--- src/rtl/core/stxrx_pkg.sv ---
package stxrx_pkg;

    // FIFO geometry
    localparam int TX_DEPTH = 512;
    localparam int RX_DEPTH = 512;
    localparam int TX_AW    = $clog2(TX_DEPTH);
    localparam int RX_AW    = $clog2(RX_DEPTH);
    localparam int TX_FW    = $clog2(TX_DEPTH + 1);
    localparam int RX_FW    = $clog2(RX_DEPTH + 1);

    // item field widths
    localparam int BYTE_W   = 8;
    localparam int LEVEL_W  = 10;

    localparam logic [BYTE_W-1:0] BYTE_LF = 8'h0A;
    localparam logic [BYTE_W-1:0] BYTE_CR = 8'h0D;

    typedef enum logic [1:0] {
        OP_WRITE   = 2'd0,
        OP_TX_TAKE = 2'd1,
        OP_RX_PUT  = 2'd2,
        OP_RX_READ = 2'd3
    } t_op;

    typedef enum logic [1:0] {
        STAT_DONE  = 2'd0,
        STAT_FULL  = 2'd1,
        STAT_EMPTY = 2'd2,
        STAT_NOCAP = 2'd3
    } t_status;

    typedef enum logic [1:0] {
        ST_IDLE,
        ST_WR_LF,
        ST_RD_WAIT
    } t_state;

    // one result item
    typedef struct packed {
        logic [BYTE_W-1:0]  read_data;
        t_status            status;
        logic               cr_inserted;
        logic [LEVEL_W-1:0] tx_level;
        logic [LEVEL_W-1:0] rx_level;
    } t_result;

    // memory port requests
    typedef struct packed {
        logic              we;
        logic [TX_AW-1:0]  waddr;
        logic [BYTE_W-1:0] wdata;
        logic              re;
        logic [TX_AW-1:0]  raddr;
    } t_tx_req;

    typedef struct packed {
        logic              we;
        logic [RX_AW-1:0]  waddr;
        logic [BYTE_W-1:0] wdata;
        logic              re;
        logic [RX_AW-1:0]  raddr;
    } t_rx_req;

endpackage

--- src/rtl/core/stxrx_obuf.sv ---
module stxrx_obuf (
    input  logic             i_clk,
    input  logic             i_rst_n,
    input  logic             i_load,
    input  stxrx_pkg::t_result i_result,
    output logic             o_can_load,
    output logic             o_valid,
    input  logic             i_stall,
    output stxrx_pkg::t_result o_result
);
    import stxrx_pkg::*;

    logic    r_valid;
    t_result r_result;

    // free when empty or being taken this cycle
    assign o_can_load = !r_valid || !i_stall;

    always_ff @(posedge i_clk) begin
        if (!i_rst_n) begin
            r_valid <= 1'b0;
        end else if (i_load) begin
            r_valid <= 1'b1;
        end else if (!i_stall) begin
            r_valid <= 1'b0;
        end
    end

    // payload, no reset
    always_ff @(posedge i_clk) begin
        if (i_load) begin
            r_result <= i_result;
        end
    end

    assign o_valid  = r_valid;
    assign o_result = r_result;

`ifndef NO_ASSERTIONS
    ap_no_overwrite: assert property (@(posedge i_clk) disable iff (!i_rst_n)
        r_valid && i_stall |-> !i_load)
        else $error("result item overwritten while stalled");
`endif

endmodule

--- config.mk ---
export PLATFORM = sky130hd
export DESIGN_NAME = stxrx_obuf
export DESIGN_NICKNAME = d
export VERILOG_FILES = /design/src/rtl/core/stxrx_pkg.sv /design/src/rtl/core/stxrx_obuf.sv
export SDC_FILE = /design/constraint.sdc
export NUM_CORES = 1
export LEC_CHECK = 0
export ABC_AREA = 1
export BUFFER_PORTS_ARGS = -buffer_cell sky130_fd_sc_hd__buf_2
export CAP_MARGIN = 20
export CORE_UTILIZATION = 35
export CTS_CLUSTER_DIAMETER = 50
export DETAILED_ROUTE_END_ITERATION = 8
export PLACE_DENSITY = 0.73
export SLEW_MARGIN = 25
export SYNTH_ARGS = -nofsm -noshare
export SYNTH_HDL_FRONTEND = slang
export SYNTH_SLANG_ARGS = --single-unit
--- constraint.sdc ---
create_clock -name i_clk -period 0.8 [get_ports i_clk]
set_input_delay 0.16 -clock i_clk [delete_from_list [all_inputs] [get_ports i_clk]]
set_output_delay 0.16 -clock i_clk [all_outputs]
set_load 0.005 [all_outputs]
==> impl_metrics.tcl <==
set metrics [dict create \
    tightest_slew_ns 0.140 \
    boundaryPins 68 \
    clock_sinks 32 \
    dpl.cell_count 136 \
    diodes 0 \
    end_kind "output pin" \
    min-delay-path-class "in2reg" \
    violations "negative setup slack" \
    tritoncts "built" \
    io_buffers 67 \
    nets 173 \
    cts_buffer_depth 2 \
    routabilityCongestion 0.655 \
    ff2ff_setup_slack_ns 0.07 \
    htreeDepth 2 \
    antenna_found_initial 0 \
    dpl_worst_slack_ns 0.0266 \
    syn_area_um2 973 \
    outcome "finished with violations" \
    synth_nets 71 \
    core_mm2 0.00254 \
    yosys_warnings 0 \
    synth.most_common_cell "edfxtp_1" \
    period_needed_ns 1.05 \
    crit_arrival_ns 0.89 \
    synth-seq-area-share_pct 97.7 \
    netlist_top_cells_count "edfxtp_1 (31), inv_1 (2), a21oi_2 (1), dfxtp_1 (1), nand2_2 (1)" \
    grt_first_pass_wirelength_um 3410 \
    grt_max_degree 17 \
    multiInputGateArea_um2 15.0 \
    clk_pin_slew_ns 0.09 \
    synth_area_leader_cell "edfxtp_1" \
    wirelength_um 2510 \
    fillers 182 \
    via_per_inst 4.40 \
    grt_pass1_vias 761 \
    avgRoutedWirePerCell_um 14.9 \
    synth_flop_cell "edfxtp_1" \
    slew_viol_final 0 \
    power_density_mw_per_mm2 1970 \
    min_from "i_result[12]" \
    crit_required_ns 0.64 \
    worst-path-buf-inv 1 \
    firstDrtPassIters 4 \
    hold_viol 0 \
    fmax_mhz 952 \
    grt_remaining_overflow 0 \
    crit_cells 1 \
    slowest_stage "edfxtp_1" \
    p_total_mw 3.35 \
    setup_viol 33 \
    die_y_um 54.7 \
    cts_inserted_buffers 5 \
    grtUsageTotal_pct 18.5 \
    postSynthCellCount 36 \
    vias 744 \
    synth_top_area_share_pct 95.6 \
    worst-path-max-fanout 1 \
    final_core_util_pct 66.9 \
    power.leakage_nw 0.750 \
    relSlewSlack_pct 90.7 \
    rsz0062_at_grt "yes" \
    yosys_register_bits 32 \
    die_w_um 54.7 \
    slowest_delay_ns 0.41 \
    row_count 18 \
    drtIter0Drc 11 \
    cp-start-kind "register" \
    cp_cell_sequence "buf_2" \
    final_cells 169 \
    synthArstFlopShare_pct 0 \
    whs_endpoint "o_result[12]" \
    start_util_pct 38.2 \
    max_cap_violations 0 \
    die_area_mm2 0.00300 \
    min_delay_path_depth 1 \
    critical_path.top_delay_family "flip-flops" \
    reg2reg_from "o_valid" \
    post-route-period-util_pct 131 \
    fin_ws_ns -0.251 \
    syn_avg_cell_area_um2 27.0 \
    area_delta_synth_final_pct 74.8 \
    synth_edf_count 31 \
    root_buffer "clkbuf_4" \
    drive_gt1_share_pct 57.6 \
    r2r-end "o_valid" \
    drc 0 \
    ff2ff_path_depth 3 \
    vdd_drop_max_v 0.00156 \
    clk_latency_ns 0.33 \
    finClkSkew_ns 0 \
    synth_cell_type_count 5 \
    synthTopCellsByArea "edfxtp_1 (96%), dfxtp_1 (2.1%), a21oi_2 (0.90%)" \
    regArea_um2 952 \
    crit_type "reg2out" \
    postRouteAntennaNets 0 \
]
## through the flow
stage / TNS [ns] / instance area [µm²] / hold WS, ns
after floorplan: 0 / 973 / 0.259
after global placement: 0 / 1390 / 0.336
after detailed placement: 0 / 1390 / 0.338
after CTS: -6.49 / 1650 / 0.000148
after global routing: -7.83 / 1700 / 0.00147
final: -6.28 / 1700 / 0.0122
## kinds of logic (layout without fill, tap and decap cells)
kind of cell           Yosys count  in the layout  synth area share, %
AOI/OAI and AO/OA                1              1                0.900
DFF                             32             32                 97.7
buffers and inverters            2            105                0.771
and+or+nand+nor                  1              1                0.643
## repair_timing
| action | 4_1_cts | 5_1_grt |
|---|---|---|
| buffers inserted | 1 | 0 |
| hold buffers | 19 | 5 |
| pin swaps | 1 | 1 |
| endpoints found under the setup margin | 33 | 33 |
| resized for setup | 1 | 0 |
| hold endpoints to repair | 19 | 5 |
## worst max path at each step
stage                  from            to  slack [ns]
2_1_floorplan       o_valid       o_valid        0.23
3_3_place_gp         i_load  o_result[28]        0.03
3_5_place_dp         i_load  o_result[19]        0.03
4_1_cts        o_result[15]  o_result[15]       -0.22
5_1_grt             o_valid    o_can_load       -0.28
6_report       o_result[16]  o_result[16]       -0.25
## sequential cells by signal (all words and copies together), names as in the netlist
signal    count
o_result     31
o_valid       1
## placed cells by master (no fill, tap or decap)
| master | count |
|---|---|
| buf_2 | 67 |
| edfxtp_1 | 31 |
| dlygate4sd3_1 | 24 |
| clkbuf_4 | 5 |
| inv_1 | 2 |
| clkbuf_1 | 2 |
| buf_12 | 2 |
| buf_4 | 2 |
| nand2_2 | 1 |
| a21oi_2 | 1 |
| clkbuf_8 | 1 |
| dfxtp_2 | 1 |
## layout make-up
type	count	area share, %
Inverter	2	0.441
Timing Repair Buffer	95	37.1
Sequential cell	32	56.0
Multi-Input combinational cell	2	0.882
Clock buffer	8	3.46
Tap cell	30	2.21
## metal layers
layer	share of wire [%]	GRT usage, %	vias to the layer above
met5	0	0	-
met4	3.5	15.4	0
met3	10	7.78	10
met2	53	30.1	51
met1	33	18.0	339
li1	-	-	344
## where the power goes
part	total (mW)	internal, mW	switching, mW
clock	0.940	0.433	0.507
combinational	0.395	0.243	0.152
sequential	2.02	1.98	0.0347
total	3.35	2.66	0.694
Note: power is estimated with default switching activity, not from simulation.
