## src/rtl/core/stxrx_pkg.sv

```systemverilog
package stxrx_pkg;

    // FIFO geometry
    localparam int TX_DEPTH = 512;
    localparam int RX_DEPTH = 512;
    localparam int TX_AW    = $clog2(TX_DEPTH);
    localparam int RX_AW    = $clog2(RX_DEPTH);
    localparam int TX_FW    = $clog2(TX_DEPTH + 1);
    localparam int RX_FW    = $clog2(RX_DEPTH + 1);

    // item field widths
    localparam int BYTE_W   = 8;
    localparam int LEVEL_W  = 10;

    localparam logic [BYTE_W-1:0] BYTE_LF = 8'h0A;
    localparam logic [BYTE_W-1:0] BYTE_CR = 8'h0D;

    typedef enum logic [1:0] {
        OP_WRITE   = 2'd0,
        OP_TX_TAKE = 2'd1,
        OP_RX_PUT  = 2'd2,
        OP_RX_READ = 2'd3
    } t_op;

    typedef enum logic [1:0] {
        STAT_DONE  = 2'd0,
        STAT_FULL  = 2'd1,
        STAT_EMPTY = 2'd2,
        STAT_NOCAP = 2'd3
    } t_status;

    typedef enum logic [1:0] {
        ST_IDLE,
        ST_WR_LF,
        ST_RD_WAIT
    } t_state;

    // one result item
    typedef struct packed {
        logic [BYTE_W-1:0]  read_data;
        t_status            status;
        logic               cr_inserted;
        logic [LEVEL_W-1:0] tx_level;
        logic [LEVEL_W-1:0] rx_level;
    } t_result;

    // memory port requests
    typedef struct packed {
        logic              we;
        logic [TX_AW-1:0]  waddr;
        logic [BYTE_W-1:0] wdata;
        logic              re;
        logic [TX_AW-1:0]  raddr;
    } t_tx_req;

    typedef struct packed {
        logic              we;
        logic [RX_AW-1:0]  waddr;
        logic [BYTE_W-1:0] wdata;
        logic              re;
        logic [RX_AW-1:0]  raddr;
    } t_rx_req;

endpackage

```

## src/rtl/core/stxrx_ctrl.sv

```systemverilog
module stxrx_ctrl (
    input  logic                            i_clk,
    input  logic                            i_rst_n,
    input  logic                            i_cfg_we,
    input  logic                            i_cfg_wdata,
    input  logic                            i_in_valid,
    output logic                            o_in_stall,
    input  logic [1:0]                      i_operation,
    input  logic [stxrx_pkg::BYTE_W-1:0]    i_data_byte,
    input  logic                            i_start_of_write,
    output stxrx_pkg::t_tx_req              o_tx_req,
    input  logic [stxrx_pkg::BYTE_W-1:0]    i_tx_rdata,
    output stxrx_pkg::t_rx_req              o_rx_req,
    input  logic [stxrx_pkg::BYTE_W-1:0]    i_rx_rdata,
    input  logic                            i_can_load,
    output logic                            o_res_load,
    output stxrx_pkg::t_result              o_result
);
    import stxrx_pkg::*;

    t_state            r_state, n_state;
    logic [TX_AW-1:0]  r_tx_wp, n_tx_wp, r_tx_rp, n_tx_rp;
    logic [TX_FW-1:0]  r_tx_fill, n_tx_fill;
    logic [RX_AW-1:0]  r_rx_wp, n_rx_wp, r_rx_rp, n_rx_rp;
    logic [RX_FW-1:0]  r_rx_fill, n_rx_fill;
    logic [BYTE_W-1:0] r_prev, n_prev;
    logic              r_refused, n_refused;
    logic              r_cap;
    logic              r_rd_rx;

    t_op               op;
    logic              accept;
    logic [BYTE_W-1:0] prev_eff;
    logic              refused_eff;
    logic              tx_full, rx_full;
    logic              ins_cr, take_tx, take_rx;
    logic [TX_AW-1:0]  tx_wp_inc, tx_rp_inc;
    logic [RX_AW-1:0]  rx_wp_inc, rx_rp_inc;

    assign op         = t_op'(i_operation);
    assign accept     = i_in_valid && (r_state == ST_IDLE) && i_can_load;
    assign o_in_stall = !((r_state == ST_IDLE) && i_can_load);

    // wrapping pointer increments
    assign tx_wp_inc = (r_tx_wp == TX_AW'(TX_DEPTH - 1)) ? '0 : r_tx_wp + 1'b1;
    assign tx_rp_inc = (r_tx_rp == TX_AW'(TX_DEPTH - 1)) ? '0 : r_tx_rp + 1'b1;
    assign rx_wp_inc = (r_rx_wp == RX_AW'(RX_DEPTH - 1)) ? '0 : r_rx_wp + 1'b1;
    assign rx_rp_inc = (r_rx_rp == RX_AW'(RX_DEPTH - 1)) ? '0 : r_rx_rp + 1'b1;

    // item decode against current state
    always_comb begin
        prev_eff    = i_start_of_write ? '0 : r_prev;
        refused_eff = i_start_of_write ? 1'b0 : r_refused;
        tx_full     = (r_tx_fill == TX_FW'(TX_DEPTH));
        rx_full     = (r_rx_fill == RX_FW'(RX_DEPTH));
        ins_cr      = (op == OP_WRITE) && !refused_eff && !tx_full
                      && (i_data_byte == BYTE_LF) && (prev_eff != BYTE_CR)
                      && (r_tx_fill < TX_FW'(TX_DEPTH - 1));
        take_tx     = (op == OP_TX_TAKE) && (r_tx_fill != '0);
        take_rx     = (op == OP_RX_READ) && (r_rx_fill != '0);
    end

    // next state
    always_comb begin
        n_state = r_state;
        case (r_state)
            ST_IDLE: begin
                if (accept && ins_cr) begin
                    n_state = ST_WR_LF;
                end else if (accept && (take_tx || take_rx)) begin
                    n_state = ST_RD_WAIT;
                end
            end
            ST_WR_LF:   n_state = ST_IDLE;
            ST_RD_WAIT: n_state = ST_IDLE;
            default:    n_state = ST_IDLE;
        endcase
    end

    // datapath, memory requests and result
    always_comb begin
        n_tx_wp   = r_tx_wp;
        n_tx_rp   = r_tx_rp;
        n_tx_fill = r_tx_fill;
        n_rx_wp   = r_rx_wp;
        n_rx_rp   = r_rx_rp;
        n_rx_fill = r_rx_fill;
        n_prev    = r_prev;
        n_refused = r_refused;
        o_tx_req  = '0;
        o_rx_req  = '0;
        o_res_load = 1'b0;
        o_result  = '0;
        o_result.status = STAT_DONE;

        case (r_state)
            ST_IDLE: begin
                if (accept) begin
                    case (op)
                        OP_WRITE: begin
                            n_prev    = prev_eff;
                            n_refused = refused_eff;
                            if (refused_eff) begin
                                o_result.status = STAT_FULL;
                                o_res_load = 1'b1;
                            end else if (tx_full) begin
                                n_refused = 1'b1;
                                o_result.status = STAT_FULL;
                                o_res_load = 1'b1;
                            end else begin
                                // CR goes first; the line feed follows next cycle
                                o_tx_req.we    = 1'b1;
                                o_tx_req.waddr = r_tx_wp;
                                o_tx_req.wdata = ins_cr ? BYTE_CR : i_data_byte;
                                n_tx_wp   = tx_wp_inc;
                                n_tx_fill = r_tx_fill + 1'b1;
                                if (!ins_cr) begin
                                    n_prev     = i_data_byte;
                                    o_res_load = 1'b1;
                                end
                            end
                        end
                        OP_TX_TAKE: begin
                            if (take_tx) begin
                                o_tx_req.re    = 1'b1;
                                o_tx_req.raddr = r_tx_rp;
                                n_tx_rp   = tx_rp_inc;
                                n_tx_fill = r_tx_fill - 1'b1;
                            end else begin
                                o_result.status = STAT_EMPTY;
                                o_res_load = 1'b1;
                            end
                        end
                        OP_RX_PUT: begin
                            o_res_load = 1'b1;
                            if (!r_cap) begin
                                o_result.status = STAT_NOCAP;
                            end else if (rx_full) begin
                                o_result.status = STAT_FULL;
                            end else begin
                                o_rx_req.we    = 1'b1;
                                o_rx_req.waddr = r_rx_wp;
                                o_rx_req.wdata = i_data_byte;
                                n_rx_wp   = rx_wp_inc;
                                n_rx_fill = r_rx_fill + 1'b1;
                            end
                        end
                        OP_RX_READ: begin
                            if (take_rx) begin
                                o_rx_req.re    = 1'b1;
                                o_rx_req.raddr = r_rx_rp;
                                n_rx_rp   = rx_rp_inc;
                                n_rx_fill = r_rx_fill - 1'b1;
                            end else begin
                                o_result.status = STAT_EMPTY;
                                o_res_load = 1'b1;
                            end
                        end
                        default: begin
                            o_res_load = 1'b1;
                        end
                    endcase
                end
            end
            ST_WR_LF: begin
                o_tx_req.we    = 1'b1;
                o_tx_req.waddr = r_tx_wp;
                o_tx_req.wdata = BYTE_LF;
                n_tx_wp   = tx_wp_inc;
                n_tx_fill = r_tx_fill + 1'b1;
                n_prev    = BYTE_LF;
                o_result.cr_inserted = 1'b1;
                o_res_load = 1'b1;
            end
            ST_RD_WAIT: begin
                o_result.read_data = r_rd_rx ? i_rx_rdata : i_tx_rdata;
                o_res_load = 1'b1;
            end
            default: begin
                o_res_load = 1'b0;
            end
        endcase

        // levels after this item
        o_result.tx_level = LEVEL_W'(n_tx_fill);
        o_result.rx_level = LEVEL_W'(n_rx_fill);
    end

    // control state
    always_ff @(posedge i_clk) begin
        if (!i_rst_n) begin
            r_state   <= ST_IDLE;
            r_tx_wp   <= '0;
            r_tx_rp   <= '0;
            r_tx_fill <= '0;
            r_rx_wp   <= '0;
            r_rx_rp   <= '0;
            r_rx_fill <= '0;
            r_prev    <= '0;
            r_refused <= 1'b0;
        end else begin
            r_state   <= n_state;
            r_tx_wp   <= n_tx_wp;
            r_tx_rp   <= n_tx_rp;
            r_tx_fill <= n_tx_fill;
            r_rx_wp   <= n_rx_wp;
            r_rx_rp   <= n_rx_rp;
            r_rx_fill <= n_rx_fill;
            r_prev    <= n_prev;
            r_refused <= n_refused;
        end
    end

    // capture enable register
    always_ff @(posedge i_clk) begin
        if (!i_rst_n) begin
            r_cap <= 1'b1;
        end else if (i_cfg_we) begin
            r_cap <= i_cfg_wdata;
        end
    end

    // which FIFO a pending read came from
    always_ff @(posedge i_clk) begin
        if (accept) begin
            r_rd_rx <= (op == OP_RX_READ);
        end
    end

`ifndef NO_ASSERTIONS
    ap_tx_fill_range: assert property (@(posedge i_clk) disable iff (!i_rst_n)
        r_tx_fill <= TX_FW'(TX_DEPTH))
        else $error("transmit fill beyond depth");
    ap_rx_fill_range: assert property (@(posedge i_clk) disable iff (!i_rst_n)
        r_rx_fill <= RX_FW'(RX_DEPTH))
        else $error("receive fill beyond depth");
    ap_lf_follows_cr: assert property (@(posedge i_clk) disable iff (!i_rst_n)
        accept && ins_cr |=> o_tx_req.we && (o_tx_req.wdata == BYTE_LF) && o_res_load)
        else $error("line feed not written after inserted carriage return");
    ap_read_completes: assert property (@(posedge i_clk) disable iff (!i_rst_n)
        accept && (take_tx || take_rx) |=> (r_state == ST_RD_WAIT) && o_res_load)
        else $error("read item did not complete on the following cycle");
    ap_load_has_room: assert property (@(posedge i_clk) disable iff (!i_rst_n)
        o_res_load |-> i_can_load)
        else $error("result loaded while output register is busy");
`endif

endmodule

```

## config.mk

```make
export PLATFORM = sky130hd
export DESIGN_NAME = stxrx_ctrl
export DESIGN_NICKNAME = d
export VERILOG_FILES = /design/src/rtl/core/stxrx_pkg.sv /design/src/rtl/core/stxrx_ctrl.sv
export SDC_FILE = /design/constraint.sdc
export NUM_CORES = 1
export LEC_CHECK = 0
export BUFFER_PORTS_ARGS = -buffer_cell sky130_fd_sc_hd__buf_2
export CORE_ASPECT_RATIO = 0.6
export CORE_MARGIN = 2
export CORE_UTILIZATION = 46
export DETAILED_ROUTE_END_ITERATION = 16
export PLACE_DENSITY_LB_ADDON = 0.08
export SKIP_CTS_REPAIR_TIMING = 1
export SYNTH_ARGS = -nofsm -noshare
export SYNTH_HDL_FRONTEND = slang
export SYNTH_SLANG_ARGS = --single-unit
export TNS_END_PERCENT = 100
```

## constraint.sdc

```tcl
create_clock -name i_clk -period 3.8 [get_ports i_clk]
set_input_delay 0.38 -clock i_clk [delete_from_list [all_inputs] [get_ports i_clk]]
set_output_delay 0.38 -clock i_clk [all_outputs]
set_load 0.02 [all_outputs]
```

==> out/summary.txt <==
clk buf depth = 2
most common cell after layout, fill and taps aside = buf_2
synthesized cell area = 5216 um2
Fin Setup TNS = 0 ps
port bufs = 121
Routed Antenna Nets = 0
CTS root buf = clkbuf_16
post-synthesis net count = 736
Finished Cell Area = 6175 um2
Hold Crit Class = input port to flip-flop
Net Sw Frac = 30.18%
outcome = complete, no violations
number of global-route vias before repair = 5,070
final WL = 16,550 um
worst r2r path cells = 7
via count = 5,656
nature of the critical path endpoint = primary output
syn_area_per_cell = 7.604 um2
CP Data Arrival Time = 3110 ps
post-layout util = 55.20%
worst slew pin tran = 827.0 ps
final slew viol count = 0
yosys warns = 0
I/O Pins = 122
Place WS = 684.0 ps
sequential-to-total area share from yosys stat = 26.67%
Layout Nets = 831
layout cells sized above 1 = 21.50%
Die Y = 86.49 um
slew margin rel. = 44.87%
CTS H-tree lvls = 3
Sequential Power Share = 38.7%
max-capacitance violation count = 0
area grow syn2layout = 18.37%
Synth Instances = 686
critical path required time = 3420 ps
Sink Count = 69
Tcrit/Tclk final = 91.71%
CTS Buf Count = 9
Netlist cell types = 77
FILL cells = 1,076
Synth async-reset ratio = 0%
Final Skew = 5.332 ps
Core ar. = 11,190 um2
DRC Markers = 0
Leak = 2.773 nW
first-pass GRT wire length = 26,490 um
TritonCTS clock tree = done
R2R Path End = r_tx_wp[2]
CP endpoint = o_result[16]
hold path cells = 3
#FFs+latches synth = 69
Starting Density = 46.63%
Die Footprint = 12,240 um2
GR Overflow Total = 0
Clk network pwr share = 43.4%
min Tclk post-route = 3485 ps
Worst-Skew Late Latency = 340 ps
Routability Congestion = 0.9576
Cell Rows = 30
Critical R2R Launch = r_tx_fill[0]
Setup-failing EPs final = 0
worst reg-to-reg setup slack = 1000 ps
DRC marker count from the first detailed-route iteration = 495
largest net degree at the start of global routing = 29
Worst Path Max Fanout = 11
Fin Hold WS = 259.5 ps
critical path startpoint category = flip-flop
detailed placement HPWL = 12,180 um
number of enable flip-flop cells after synthesis = 1
pwr dens = 321.7 nW/um2
internal power = 1.387 mW
Max Freq = 0.2869 GHz
Ant. Diodes = 0
vias per cell = 6.082
TritonRoute pass-1 iters = 7
RSZ-0062 raised after global routing = false
most frequent cells in the layout = 121 x buf_2, 68 x dfxtp_1, 65 x nor2_1, 51 x nand2_1, 40 x a21oi_1
final worst slack = 315.0 ps
Die Wd = 141.5 um
GRT Util Overall = 27.02%
Reg clk slew, reported paths = 60 ps
Setup CP Type = flip-flop to primary output
Critical path origin = r_tx_fill[0]
Routed wire per std cell = 17.79 um
ys flop type = dfxtp_1
VDD IR-drop max = 0.2301 mV
initial antenna violation count = 0
Logic pwr share = 17.9%
placed cell areas = 5876 um2
net switching power = 0.5996 mW
final hold violations = 0
-- cell families (layout without fill, tap and decap cells) --
family | count (synthesis) | count (layout) | synth area share, %
buffers and inverters | 67 | 167 | 5.373
XOR/XNOR | 26 | 26 | 4.366
AND/OR/NAND/NOR | 338 | 338 | 35.64
AO/OA/AOI/OAI | 147 | 147 | 19.62
multiplexers | 22 | 22 | 4.246
flip-flops | 69 | 69 | 26.67
adder cells (fa/ha/maj) | 17 | 17 | 4.078
-- worst max-delay path, stage by stage (launching register included) --
cell and delay [ps]:
dfxtp_1 410, inv_1 120, ha_1 190, or4b_1 620, o311ai_4 440, o21ai_2 230
a221o_1 380, or2_1 230, buf_2 160
-- power groups by stage --
stage	clock network, mW	registers, mW	logic [mW]
after detailed placement	0	0.782	0.349
final	0.863	0.768	0.356
after global placement	0	0.781	0.349
after floorplan	0	0.764	0.259
after global routing	0.906	0.770	0.386
after CTS	0.874	0.767	0.351
-- layout make-up --
cell class / count / area (um2) / area share [%]
multi-input cells: 550 / 3545 / 57.41
flip-flops and latches: 69 / 1391 / 22.53
repair buffers: 132 / 688.2 / 11.14
clock buffers: 10 / 239.0 / 3.870
well taps: 144 / 180.2 / 2.918
inverters: 19 / 71.32 / 1.155
clock inverters: 6 / 60.06 / 0.9726
-- synth_stat cells, drive strengths merged, types with 4 or more instances --
master / n / area share, %
a21oi: 41 / 4.0
a31oi: 11 / 1.3
and2: 38 / 4.6
and3: 31 / 3.7
buf: 19 / 1.9
clkbuf: 29 / 2.1
dfxtp: 68 / 26
ha: 17 / 4.1
inv: 17 / 1.2
mux2i: 21 / 4.0
nand2: 51 / 3.7
nand2b: 5 / 0.60
nand3: 34 / 3.3
nand3b: 5 / 0.72
nand4: 15 / 1.8
nor2: 65 / 4.7
nor2b: 16 / 1.9
nor3: 24 / 2.5
nor4: 7 / 0.96
o211ai: 8 / 1.2
o21a: 5 / 0.72
o21ai: 31 / 3.0
o31ai: 6 / 1.1
o41ai: 4 / 0.67
or2: 4 / 0.48
or3: 13 / 1.6
or3b: 4 / 0.67
or4: 5 / 0.72
or4b: 8 / 1.5
xnor2: 12 / 2.0
xor2: 14 / 2.4
-- layer usage --
metal	track usage (%)	routed length (um)	up-vias
li1	-	-	2699
met1	39.05	7676	2648
met2	41.31	7160	285
met3	5.359	1512	24
met4	7.182	198	0
met5	0	0	-
-- metrics by stage --
step | total power [mW] | std cells
floorplan | 1.022 | 686
global placement | 1.131 | 914
detailed placement | 1.132 | 914
CTS | 1.992 | 930
global route | 2.062 | 930
finish | 1.987 | 930
-- flip-flops by register name, indices dropped and copies added, names as in the netlist --
signal / count
r_cap: 1
r_prev: 8
r_rd_rx: 1
r_refused: 1
r_rx_fill: 10
r_rx_rp: 9
r_rx_wp: 9
r_state: 2
r_tx_fill: 10
r_tx_rp: 9
r_tx_wp: 9
-- how the worst min path moves through the flow --
stage	from	end	slack [ps]
floorplan	r_prev[0]	r_prev[0]	440
global placement	r_prev[6]	r_prev[6]	460
detailed placement	r_prev[6]	r_prev[6]	470
CTS	i_cfg_wdata	r_cap	260
global route	i_cfg_wdata	r_cap	270
finish	i_cfg_wdata	r_cap	260
Power figures use the tool's default switching activity.
